--- config.mk ---
export PLATFORM = sky130hd
export DESIGN_NAME = switch_debounce_long_press_unit
export DESIGN_NICKNAME = d
export VERILOG_FILES = /design/src/sdlp_pkg.sv /design/src/sdlp_core.sv /design/src/switch_debounce_long_press_unit.sv
export SDC_FILE = /design/constraint.sdc
export NUM_CORES = 1
export LEC_CHECK = 0
export BUFFER_PORTS_ARGS = -buffer_cell sky130_fd_sc_hd__buf_2
export CAP_MARGIN = 5
export CORE_MARGIN = 5
export CORE_UTILIZATION = 30
export DETAILED_ROUTE_END_ITERATION = 8
export HOLD_SLACK_MARGIN = 0.02
export PLACE_DENSITY = 0.48
export SYNTH_ARGS = -nofsm -noshare
export SYNTH_HDL_FRONTEND = slang
export SYNTH_SLANG_ARGS = --single-unit
--- constraint.sdc ---
create_clock -name clk -period 16.6 [get_ports clk]
set_input_delay 4.15 -clock clk [delete_from_list [all_inputs] [get_ports clk]]
set_output_delay 4.15 -clock clk [all_outputs]
set_load 0.02 [all_outputs]
--- src/sdlp_pkg.sv ---
// ----------------------------------------------------------------------------
// sdlp_pkg
// Types and codes shared by the switch debounce / long-press unit.
// ----------------------------------------------------------------------------
package sdlp_pkg;

	localparam int CFG_W  = 16;
	localparam int IDX_W  = 2;

	// register indexes
	localparam logic [IDX_W-1:0] REG_DEBOUNCE   = 2'd0;
	localparam logic [IDX_W-1:0] REG_LONG_PRESS = 2'd1;
	localparam logic [IDX_W-1:0] REG_SWITCH_ID  = 2'd2;

	// register reset values
	localparam logic [15:0] DEBOUNCE_RST   = 16'd20;
	localparam logic [15:0] LONG_PRESS_RST = 16'd1000;
	localparam logic [7:0]  SWITCH_ID_RST  = 8'd0;

	// event kinds
	localparam logic [1:0] EV_PRESSED  = 2'd0;
	localparam logic [1:0] EV_LONG     = 2'd1;
	localparam logic [1:0] EV_RELEASED = 2'd2;

	// phase codes
	localparam logic [2:0] PH_IDLE     = 3'd0;
	localparam logic [2:0] PH_DEB_DOWN = 3'd1;
	localparam logic [2:0] PH_PRESSED  = 3'd2;
	localparam logic [2:0] PH_LONG     = 3'd3;
	localparam logic [2:0] PH_DEB_UP   = 3'd4;

	typedef struct packed {
		logic        pin_level;
		logic [31:0] now_ms;
	} in_t;

	typedef struct packed {
		logic [1:0]  event_kind;
		logic [31:0] event_time;
		logic [7:0]  event_switch;
	} out_t;

	typedef struct packed {
		logic [15:0] debounce_ms;
		logic [15:0] long_press_ms;
		logic [7:0]  switch_id;
	} cfg_t;

	typedef struct packed {
		logic valid;
		out_t word;
	} evt_t;

endpackage

--- src/sdlp_core.sv ---
// ----------------------------------------------------------------------------
// sdlp_core
// Phase machine and time mark; steps once per poll and reports its event.
// ----------------------------------------------------------------------------
module sdlp_core (
	input  logic          clk,
	input  logic          arst_n,
	input  logic          step,
	input  sdlp_pkg::in_t  poll,
	input  sdlp_pkg::cfg_t cfg,
	output sdlp_pkg::evt_t evt
);
	import sdlp_pkg::*;

	logic [2:0]  phase_q;
	logic [31:0] mark_q;
	logic [2:0]  phase_d;
	logic        mark_load;
	logic        active;
	logic [31:0] elapsed;
	logic        deb_done;
	logic        long_done;

	assign active    = ~poll.pin_level;
	assign elapsed   = poll.now_ms - mark_q;
	assign deb_done  = elapsed >= {16'd0, cfg.debounce_ms};
	assign long_done = elapsed >= {16'd0, cfg.long_press_ms};

	always_comb begin
		phase_d                = phase_q;
		mark_load              = 1'b0;
		evt.valid              = 1'b0;
		evt.word.event_kind    = EV_PRESSED;
		evt.word.event_time    = poll.now_ms;
		evt.word.event_switch  = cfg.switch_id;
		unique case (phase_q)
			PH_DEB_DOWN: begin
				if (!active) begin
					phase_d = PH_IDLE;
				end else if (deb_done) begin
					phase_d             = PH_PRESSED;
					mark_load           = 1'b1;
					evt.valid           = 1'b1;
					evt.word.event_kind = EV_PRESSED;
				end
			end
			PH_PRESSED: begin
				if (active && long_done) begin
					// mark stays put on entry to long pressed
					phase_d             = PH_LONG;
					evt.valid           = 1'b1;
					evt.word.event_kind = EV_LONG;
				end else if (!active) begin
					phase_d   = PH_DEB_UP;
					mark_load = 1'b1;
				end
			end
			PH_LONG: begin
				if (!active) begin
					phase_d   = PH_DEB_UP;
					mark_load = 1'b1;
				end
			end
			PH_DEB_UP: begin
				if (active) begin
					// bounce: back to pressed, restart timing
					phase_d   = PH_PRESSED;
					mark_load = 1'b1;
				end else if (deb_done) begin
					phase_d             = PH_IDLE;
					mark_load           = 1'b1;
					evt.valid           = 1'b1;
					evt.word.event_kind = EV_RELEASED;
				end
			end
			default: begin
				// idle, and unused codes act as idle
				if (active) begin
					phase_d   = PH_DEB_DOWN;
					mark_load = 1'b1;
				end else begin
					phase_d = PH_IDLE;
				end
			end
		endcase
	end

	always_ff @(posedge clk or negedge arst_n) begin
		if (!arst_n) begin
			phase_q <= PH_IDLE;
			mark_q  <= '0;
		end else if (step) begin
			phase_q <= phase_d;
			if (mark_load) begin
				mark_q <= poll.now_ms;
			end
		end
	end

endmodule

--- src/switch_debounce_long_press_unit.sv ---
// ----------------------------------------------------------------------------
// switch_debounce_long_press_unit
// Debounces an active-low switch polled with a millisecond time stamp and
// reports pressed, long-pressed and released events.
// ----------------------------------------------------------------------------
//  channel | direction | handshake            | word
//  --------+-----------+----------------------+--------------------------------
//  in      | input     | in_valid / in_ready  | pin_level, now_ms
//  out     | output    | out_valid / out_ready| event_kind, event_time, switch
//  cfg     | input     | cfg_we (no wait)     | cfg_index, cfg_wdata
//
//  One poll per cycle sustained while the result register is free or being
//  taken; an accepted poll goes into the input register, and its event word,
//  if any, goes into the result register once the result register is free.
//  The phase update is one combinational 32-bit subtract and two compares.
//  Reset clears the phase to idle, the time mark to zero and the registers to
//  their defaults. A stalled result holds the input register; in_ready stays
//  high while the input register is empty or the result register is free or
//  being taken.
// ----------------------------------------------------------------------------
module switch_debounce_long_press_unit (
	input  logic                          clk,
	input  logic                          arst_n,
	input  logic                          in_valid,
	output logic                          in_ready,
	input  sdlp_pkg::in_t                 in_data,
	output logic                          out_valid,
	input  logic                          out_ready,
	output sdlp_pkg::out_t                out_data,
	input  logic                          cfg_we,
	input  logic [sdlp_pkg::IDX_W-1:0]    cfg_index,
	input  logic [sdlp_pkg::CFG_W-1:0]    cfg_wdata
);
	import sdlp_pkg::*;

	cfg_t cfg_q;
	logic valid_s1;
	in_t  poll_s1;
	logic out_valid_q;
	out_t out_q;
	evt_t evt;
	logic out_free;
	logic advance;

	always_ff @(posedge clk or negedge arst_n) begin
		if (!arst_n) begin
			cfg_q.debounce_ms   <= DEBOUNCE_RST;
			cfg_q.long_press_ms <= LONG_PRESS_RST;
			cfg_q.switch_id     <= SWITCH_ID_RST;
		end else if (cfg_we) begin
			unique case (cfg_index)
				REG_DEBOUNCE:   cfg_q.debounce_ms   <= cfg_wdata;
				REG_LONG_PRESS: cfg_q.long_press_ms <= cfg_wdata;
				REG_SWITCH_ID:  cfg_q.switch_id     <= cfg_wdata[7:0];
				default: ; // drop writes beyond the register list
			endcase
		end
	end

	assign out_free = !out_valid_q || out_ready;
	assign advance  = valid_s1 && out_free;
	assign in_ready = !valid_s1 || out_free;

	always_ff @(posedge clk or negedge arst_n) begin
		if (!arst_n) begin
			valid_s1 <= 1'b0;
		end else if (in_ready) begin
			valid_s1 <= in_valid;
		end
	end

	always_ff @(posedge clk) begin
		if (in_ready && in_valid) begin
			poll_s1 <= in_data;
		end
	end

	sdlp_core u_core (
		.clk    (clk),
		.arst_n (arst_n),
		.step   (advance),
		.poll   (poll_s1),
		.cfg    (cfg_q),
		.evt    (evt)
	);

	always_ff @(posedge clk or negedge arst_n) begin
		if (!arst_n) begin
			out_valid_q <= 1'b0;
		end else if (out_free) begin
			out_valid_q <= advance && evt.valid;
		end
	end

	always_ff @(posedge clk) begin
		if (advance && evt.valid) begin
			out_q <= evt.word;
		end
	end

	assign out_valid = out_valid_q;
	assign out_data  = out_q;

endmodule

### After elaboration in Yosys (flattened, before gate mapping)

Cells that the tools add are included.

* output and inout bits: 44
* logic and storage cells: 59
* flip-flop bits (word level): 152
* input bits: 56

* reductions and logical operators: 14
* magnitude comparators: 2
* equal/unequal tests: 8
* add/subtract/negate cells: 1
* bitwise logic cells: 1
* multiplexer cells: 21

Operators by type and width (number)
* 32-bit by 16-bit greater-or-equal comparator with 1-bit output: 2
* 3-bit 2-to-1 mux: 11
* 32-bit subtractor: 1
* 3-bit one-hot mux with 4 select lines: 1
* 3-bit one-hot mux with 3 select lines: 1
* 2-bit AND reduction: 4
* 1-bit 2-to-1 mux: 7
* 3-bit by 2-bit equality test with 1-bit output (second input constant): 2
* 3-bit by 2-bit inequality test with 1-bit output (second input constant): 2
* 1-bit logical AND: 4
* 1-bit one-hot mux with 4 select lines: 1
* 3-bit by 1-bit equality test with 1-bit output (second input constant): 1
* 3-bit equality test (second input constant): 1
* 3-bit AND reduction: 1
* 2-bit by 1-bit equality test with 1-bit output (second input constant): 1
* 2-bit equality test (second input constant): 1
* 1-bit zero test: 2
* 2-bit zero test: 1
* 1-bit logical OR: 2
* 1-bit inverter: 1

### Depth between registers and ports, before layout

Gate-level depths: netlist of the first run.

* depth in word-level cells: 6
* gate-level depth with buffers: 21
* depth with buffers taken out: 20

### Cells and area by module

Synthesis of the first run repeated with hierarchy kept, for this count alone.

* cell total of the unflattened synthesis: 739
* area total of the unflattened synthesis: 8674.6 um2

By module, submodules not included
* sdlp_core: times used 1, area an instance 4804.6 um2, cells an instance 569
* switch_debounce_long_press_unit: times used 1, area an instance 3870.0 um2, cells an instance 170

### Worst setup path after synthesis of the first run

No wires, ideal clock.

* kind: input -> output
* start: input port out_ready
* end: output port in_ready
* buffers on the path: 0
* setup slack: 8.022 ns
* stages: 1
* arrival time: 4.428 ns
* data required time: 12.450 ns
* cells stage by stage: nand3b_1

* longest elaborated chain between the ends: 2

RTL lines
* start, declared: line switch_debounce_long_press_unit.sv:28 `input logic out_ready,`
* 1-bit logical OR: line switch_debounce_long_press_unit.sv:60 `assign out_free = !out_valid_q || out_ready;`
* 1-bit logical OR: line switch_debounce_long_press_unit.sv:62 `assign in_ready = !valid_s1 || out_free;`
* end, declared: line switch_debounce_long_press_unit.sv:25 `output logic in_ready,`

Every way passes these cells.

### Final worst setup path of the first run

Same ends and word-level chain as after synthesis.

==> results of run 1 <==
==> layout make-up <==
cell class              count  area, sq um
multi-input cells         520         3970
clock buffers              18          450
repair buffers            103          528
well taps                 378          473
clock inverters            14          171
inverters                  68          255
flip-flops and latches    152         4190
fillers                  2877        17900
==> power breakdown <==
group / switching [mW] / leakage (nW) / internal, mW
registers: 0.0436 / 1.61 / 0.496
logic: 0.592 / 2.34 / 0.405
clock network: 0.178 / 0.304 / 0.237
==> state kept, by name (all words and copies together) (netlist names) <==
signal	flops
cfg_q	40
out_data	42
out_valid	1
u_core.mark_q	32
poll_s1	33
u_core.phase_q	3
valid_s1	1
==> how the worst max path moves through the flow <==
stage,from,to,slack (ns)
floorplan,out_ready,in_ready,8.02
global route,out_ready,in_ready,7.83
global placement,out_ready,in_ready,7.86
detailed placement,out_ready,in_ready,7.85
CTS,out_ready,in_ready,7.85
finish,out_ready,in_ready,7.85
==> stage by stage <==
stage | cell area (sq um) | std cells | setup WS, ns | power [mW]
after floorplan | 8530 | 765 | 8.02 | 1.30
after global placement | 9420 | 1221 | 7.86 | 1.54
after detailed placement | 9420 | 1221 | 7.85 | 1.55
after CTS | 10000 | 1253 | 7.85 | 1.98
after global routing | 10000 | 1253 | 7.83 | 2.13
final | 10000 | 1253 | 7.85 | 1.95
==> cells by family (layout without fill, tap and decap cells) <==
group | count (synthesis) | after routing | synth area share (%)
flip-flops | 152 | 152 | 49.1
buffers and inverters | 93 | 203 | 4.51
adder cells (fa/ha/maj) | 64 | 64 | 9.48
AND/OR/NAND/NOR | 174 | 174 | 10.6
AO/OA/AOI/OAI | 204 | 204 | 16.6
multiplexers | 59 | 59 | 7.75
XOR/XNOR | 19 | 19 | 1.95
==> cells in the mapped netlist (4+ instances only) <==
cell,instances
a211o_1,6
a211oi_1,8
a21o_1,23
a21oi_1,40
and2_1,6
and4_1,5
buf_2,10
clkbuf_1,12
dfrtp_1,69
dfstp_2,8
edfxtp_1,75
ha_1,63
inv_1,68
mux2_1,29
mux2_2,27
nand2_1,52
nand2b_1,11
nand3_1,7
nand3b_1,4
nand4_1,14
nor2_1,29
nor2b_1,5
nor3_1,10
nor4_1,8
o2111ai_1,5
o211ai_1,9
o21a_1,17
o21ai_0,46
o22ai_1,4
o31ai_1,4
or2_2,7
or3_1,5
xnor2_1,10
xor2_1,9
==> metal layers <==
metal,vias to the layer above,routed length (microns),track usage (%),share of wire (%)
li1,3027,-,-,-
met1,2859,10200,18.8,51
met2,106,8650,19.8,43
met3,23,829,2.63,4.1
met4,2,330,4.41,1.6
met5,-,13,0,0.065
==> cells in the final DEF (no fill, tap or decap), types with 9 or more instances in the layout <==
cell | netlist | final
inv_1 | 68 | 68
a21oi_1 | 40 | 40
clkbuf_16 | 0 | 18
mux2_1 | 29 | 29
xor2_1 | 9 | 9
mux2_2 | 27 | 27
nor3_1 | 10 | 10
o21ai_0 | 46 | 46
ha_1 | 63 | 63
o21a_1 | 17 | 17
nand4_1 | 14 | 14
nor2_1 | 29 | 29
a21o_1 | 23 | 23
nand2_1 | 52 | 52
nand2b_1 | 11 | 11
xnor2_1 | 10 | 10
dfrtp_1 | 69 | 69
edfxtp_1 | 75 | 75
o211ai_1 | 9 | 9
buf_2 | 10 | 98
==> results by group, run 1 <==
Run status
  • Status: completed

Layout
  • Inserted Diodes: 0
  • Layout overhead on the synthesized area: 17.8%
  • Layout Nets: a little under 1000
  • Final Util: between 30% and 40%
  • Layout cells sized above 1: between 20 and 25%

Synthesis
  • Yosys reg bits: between 150 and 200
  • Yosys cell types: 69
  • Post-Syn Nets: slightly below 900
  • EDFF count, synth: 75
  • Main flop type after synthesis: edfxtp_1
  • Largest cells by area after synthesis: edfxtp_1, dfrtp_1, ha_1
  • Post-synthesis async set-or-reset flop share: approximately half
  • Sequential share of the synthesized area: approximately 50%
  • Cells after Synth: about 770
  • Syn Area/Cell: 11.1 sq um
  • Synth top area share: between 20% and 30%
  • Cell Area, Synth: around 8500 sq um
  • Syn. warnings: 0
  • Dominant cell type by area after synthesis: edfxtp_1

STA
  • Setup Viol. Count Final: 0
  • Hold slack final: 0.445 ns
  • Slew Viols, Final: 0
  • Slew HR: between 10% and 20%
  • Period utilization: around 53%
  • Unrepaired setup endpoints after global routing: no
  • Worst slew pin tran: between 1 and 1.5 ns
  • Fin. Hold Viols: 0
  • Worst Skew: 0.0147 ns
  • Final setup TNS: 0 ns
  • Max Fclk: 0.114 GHz
  • Fin crit period: roughly 8.7 ns

Pwr
  • Static leakage: approximately 4.3 nW
  • VDD IR max: about 0.000059 V
  • PwrDens: 194 nW/um^2

Clock network
  • Clock root cell: clkbuf_16
  • # hold bufs at CTS: 0
  • Reg clk slew, reported paths: around 0.07 ns
  • Clk_lat worst skew: about 0.43 ns
  • Cts repair resizes: 0
  • CTS max path bufs: 2
  • Cts bufs inserted: 17
  • Clock sink total: approximately 150
  • CTS tree: yes
  • Post-CTS Setup Repair Bufs: 0
  • H-tree lvl count: 4

Routing
  • Drt first-iter violations: 316
  • DR pass1 iterations: 4
  • DR vias: between 6000 and 7000
  • WL/cell: 16.0 microns
  • DR DRC count: 0
  • Final wirelength: around 20000 microns
  • Routed Antenna Nets: 0
  • Via-per-instance ratio: 4.80

Hold path
  • Hold Startpoint: cfg_q[1]$_DFFE_PN0P_
  • Hold Crit Depth: 0
  • Worst Hold Class: reg -> reg
  • Min-Delay Endpoint: out_data[1]$_DFFE_PP_

Placed design
  • DP Wirelength: 15300 microns
  • I/O Buffers: 99
  • RD Place Congestion: slightly below 0.8

Job
  • Max Cap Viol: 0

Setup path
  • Slack of the worst reg-to-reg path: slightly below 10 ns
  • Critical R2R Launch: poll_s1[0]$_DFFE_PP_
  • Worst Path Buf+Inv: 2
  • Reg2reg end: u_core.mark_q[5]$_DFFE_PN0P_
  • Most numerous cell on the critical path: buf_2
  • Critical path's largest stage delay: 0.18 ns
  • Crit-path max FO: 3
  • Crit-path slowest cell: buf_2
  • Levels on crit path: 3
  • Crit path DAT: around 4.6 ns
  • CP Class: in -> out
  • Top delay family on crit path: buffers and inverters
  • Required time worst endpoint: 12.45 ns
  • CP cell instances: buf_2 -> nand3b_1 -> buf_2
  • Crit end category: output port
  • Startpoint type of the worst setup path: input port
  • R2R cell count: 21

GRT
  • Congestion Overflow GR: 0
  • Vias in the first global route: just over 6000
  • Total track usage: a little over an eighth
  • Pin count of the biggest net entering global routing: roughly 50
  • First-pass GRT wire length: between 30000 and 40000 microns
  • Antenna violations before repair: 1

Floorplan
  • # IOs: 100
  • Die ar.: approximately 32000 sq um
  • Height of the chip: 179 microns
  • Row cnt: 61
  • Chip width: roughly 180 microns
  • Starting Density: roughly 30%
  • Core area: 27900 sq um
No activity file was read; power rests on OpenSTA's default activity.
==> run 2: changes to the inputs <==
- clock period: 16.6 -> 8.2 ns (I/O delays scaled with it)
==> run 2 against run 1 <==
Effect of this change:
- critical path depth up 18
- cell area down 0.64%
- global-route usage about the same
- sequential cell count unchanged
- sequential share of layout area up 0.27 points
- register-to-register slack worse by 7.4 ns
- via count up 0.20%
- setup slack worse by 5.5 ns
- utilization down 0.23 points
- first-iteration DRC count up 21%
- largest cell class unchanged
- combinational power up 100%
- critical path type is now reg -> reg
- largest power group unchanged
- clock power up 83%
==> results by group, run 2 (synthesis results as in run 1) <==
Run status
  • Status: completed

Pwr
  • Final Total Pwr: 3.88 mW (+99%)
  • PwrDens: 389 nW/um^2 (+100%)
  • Internal power: 2.23 mW (+96%)
  • Combinational power share: 52.3% (+1.2 points)
  • Static leakage: 4.22 nW (-0.89%)
  • Sequential power share: 28.2% (+0.6 points)
  • Clock power share: 19.5% (-1.8 points)
  • Switching pwr: 1.65 mW (+100%)
  • Net Sw Frac: 42.6% (+0.87 points)
  • VDD IR max: 0.000117 V (+98%)

STA
  • Unrepaired setup endpoints after global routing: no
  • Period utilization: a little under three quarters
  • Slew Viols, Final: 0 (unchanged)
  • Max Fclk: roughly 0.17 GHz
  • Final worst-path setup slack: 2.35 ns (-5.50 ns)
  • Worst Skew: 0.0164 ns (+0.00177 ns)
  • Hold slack final: 0.444 ns (-0.000888 ns)
  • Slew HR: 30.7% (+12 points)
  • Fin. Hold Viols: 0 (unchanged)
  • Fin crit period: roughly 5.8 ns
  • Final setup TNS: 0 ns (unchanged)
  • Worst slew pin tran: 1.04 ns (-0.176 ns)
  • Setup Viol. Count Final: 0 (unchanged)

Routing
  • Drt first-iter violations: 382 (+21%)
  • DR vias: 6029 (+0.20%)
  • Final wirelength: 20300 microns (+1.1%)
  • DR DRC count: 0 (unchanged)
  • DR pass1 iterations: 5 (+1)
  • WL/cell: 16.2 microns (+1.1%)
  • Routed Antenna Nets: 0 (unchanged)
  • Via-per-instance ratio: 4.81 (+0.20%)

Layout
  • Fin area: 9980 sq um (-0.64%)
  • Layout overhead on the synthesized area: 17.0%
  • Layout cells sized above 1: 22.2% (-0.11 points)
  • Most frequent cells in the layout: buf_2, edfxtp_1, dfrtp_1, inv_1, ha_1
  • Area used by multi-input combinational logic: 3970 sq um (unchanged)
  • FF+latch area: 4190 sq um (unchanged)
  • Max reg flops: 42 (unchanged)
  • Final Util: 35.7% (-0.23 points)
  • Fillers: 2850 (-0.94%)
  • Layout Nets: 982 (unchanged)
  • Inserted Diodes: 0 (unchanged)
  • Final cell count without fillers: 1253 (unchanged)
  • Commonest non-fill, non-tap cell in the layout: buf_2

Floorplan
  • Starting Density: 30.5% (unchanged)
  • Row cnt: 61 (unchanged)
  • Chip width: 179 microns (unchanged)
  • # IOs: 100 (unchanged)
  • Height of the chip: 179 microns (unchanged)
  • Core area: 27900 sq um (unchanged)
  • Die ar.: 31900 sq um (unchanged)

Setup path
  • CP Class: reg -> reg
  • Crit end category: flip-flop
  • Required time worst endpoint: 8.52 ns (-3.93 ns)
  • R2R cell count: 21 (unchanged)
  • Critical R2R Launch: poll_s1[0]$_DFFE_PP_
  • Beginning of the critical path: poll_s1[0]$_DFFE_PP_
  • Crit path DAT: 6.16 ns (+1.56 ns)
  • Startpoint type of the worst setup path: flip-flop
  • Crit-path max FO: 17 (+14)

Placed design
  • Setup WS pre-CTS: 2.33 ns (-5.52 ns)
  • RD Place Congestion: 0.837 (+5.2%)
  • Dpl cell area: 9420 sq um (unchanged)
  • DP Wirelength: 15400 microns (about the same)
  • I/O Buffers: 99 (unchanged)
  • Number of placed cells counting well taps: 1221 (unchanged)

Job
  • Max Cap Viol: 0 (unchanged)

Clock network
  • CTS max path bufs: 2 (unchanged)
  • Post-CTS Setup Repair Bufs: 0 (unchanged)
  • Clock root cell: clkbuf_16
  • Cts bufs inserted: 17 (unchanged)
  • H-tree lvl count: 4 (unchanged)
  • Clk_lat worst skew: 0.43 ns (about the same)
  • Reg clk slew, reported paths: 0.07 ns (about the same)
  • # hold bufs at CTS: 0 (unchanged)
  • Cts repair resizes: 0 (unchanged)
  • Clock sink total: 152 (unchanged)
  • CTS tree: yes

GRT
  • Pin count of the biggest net entering global routing: 78 (+53%)
  • Vias in the first global route: 6074 (-1.6%)
  • Total track usage: 13.1% (-0.017 points)
  • Antenna violations before repair: 0 (-1)
  • First-pass GRT wire length: 32800 microns (about the same)
  • Congestion Overflow GR: 0 (unchanged)

Hold path
  • Hold Startpoint: cfg_q[6]$_DFFE_PN0P_
  • Worst Hold Class: reg -> reg
  • Hold Crit Depth: 0 (unchanged)
run 2: cell types whose count changed in the layout (fill, tap and decap cells not counted):
cell	previous run	this run
clkinvlp_4	1	3
inv_8	3	4
clkbuf_1	0	1
clkbuf_16	18	17
inv_6	6	5
bufinv_16	2	0
run 2: layer usage:
| layer | GRT usage (%) | wire [microns] | vias up |
|---|---|---|---|
| li1 | - | - | 3025 |
| met1 | 19.4 | 10400 | 2854 |
| met2 | 19.0 | 8770 | 131 |
| met3 | 3.07 | 878 | 19 |
| met4 | 3.65 | 267 | 0 |
| met5 | 0 | 0 | - |
run 2: worst paths after layout:
check	slack, ns	end
min	0.44	out_data[6]$_DFFE_PP_
min reg2reg	0.44	out_data[6]$_DFFE_PP_
max in group asynchronous	5.72	u_core.mark_q[19]$_DFFE_PN0P_
min in group asynchronous	1.80	u_core.mark_q[3]$_DFFE_PN0P_
max	2.35	u_core.mark_q[6]$_DFFE_PN0P_
max reg2reg	2.35	u_core.mark_q[6]$_DFFE_PN0P_
run 2: worst max-delay path, stage by stage (launching register included):
cell	delay, ns
edfxtp_1	0.36
inv_1	0.05
ha_1	0.21
fa_1	0.41
nand2b_1	0.19
a21o_1	0.20
and2_1	0.16
or2_2	0.30
o21ai_0	0.29
a21bo_2	0.20
xor2_1	0.21
ha_1	0.29
a211o_1	0.30
a2111oi_0	0.32
o21ai_0	0.14
o311ai_0	0.18
o2111ai_1	0.19
nor4_1	0.42
a32oi_1	0.23
o41ai_4	0.39
buf_4	0.31
mux2_2	0.36
run 2: power groups by stage:
stage / Sequential, mW / Clock (mW) / Combinational (mW)
finish: 1.09 / 0.758 / 2.03
detailed placement: 1.11 / 0 / 2.03
global placement: 1.11 / 0 / 2.02
CTS: 1.10 / 0.784 / 2.05
floorplan: 1.13 / 0 / 1.50
global route: 1.12 / 0.819 / 2.29
run 2: layout make-up:
| cell class | count | share of cell area [%] |
|---|---|---|
| Sequential cell | 152 | 42.0 |
| Clock buffer | 18 | 4.30 |
| Tap cell | 378 | 4.74 |
| Clock inverter | 14 | 1.29 |
| Inverter | 68 | 2.56 |
| Timing Repair Buffer | 103 | 5.29 |
| Multi-Input combinational cell | 520 | 39.8 |
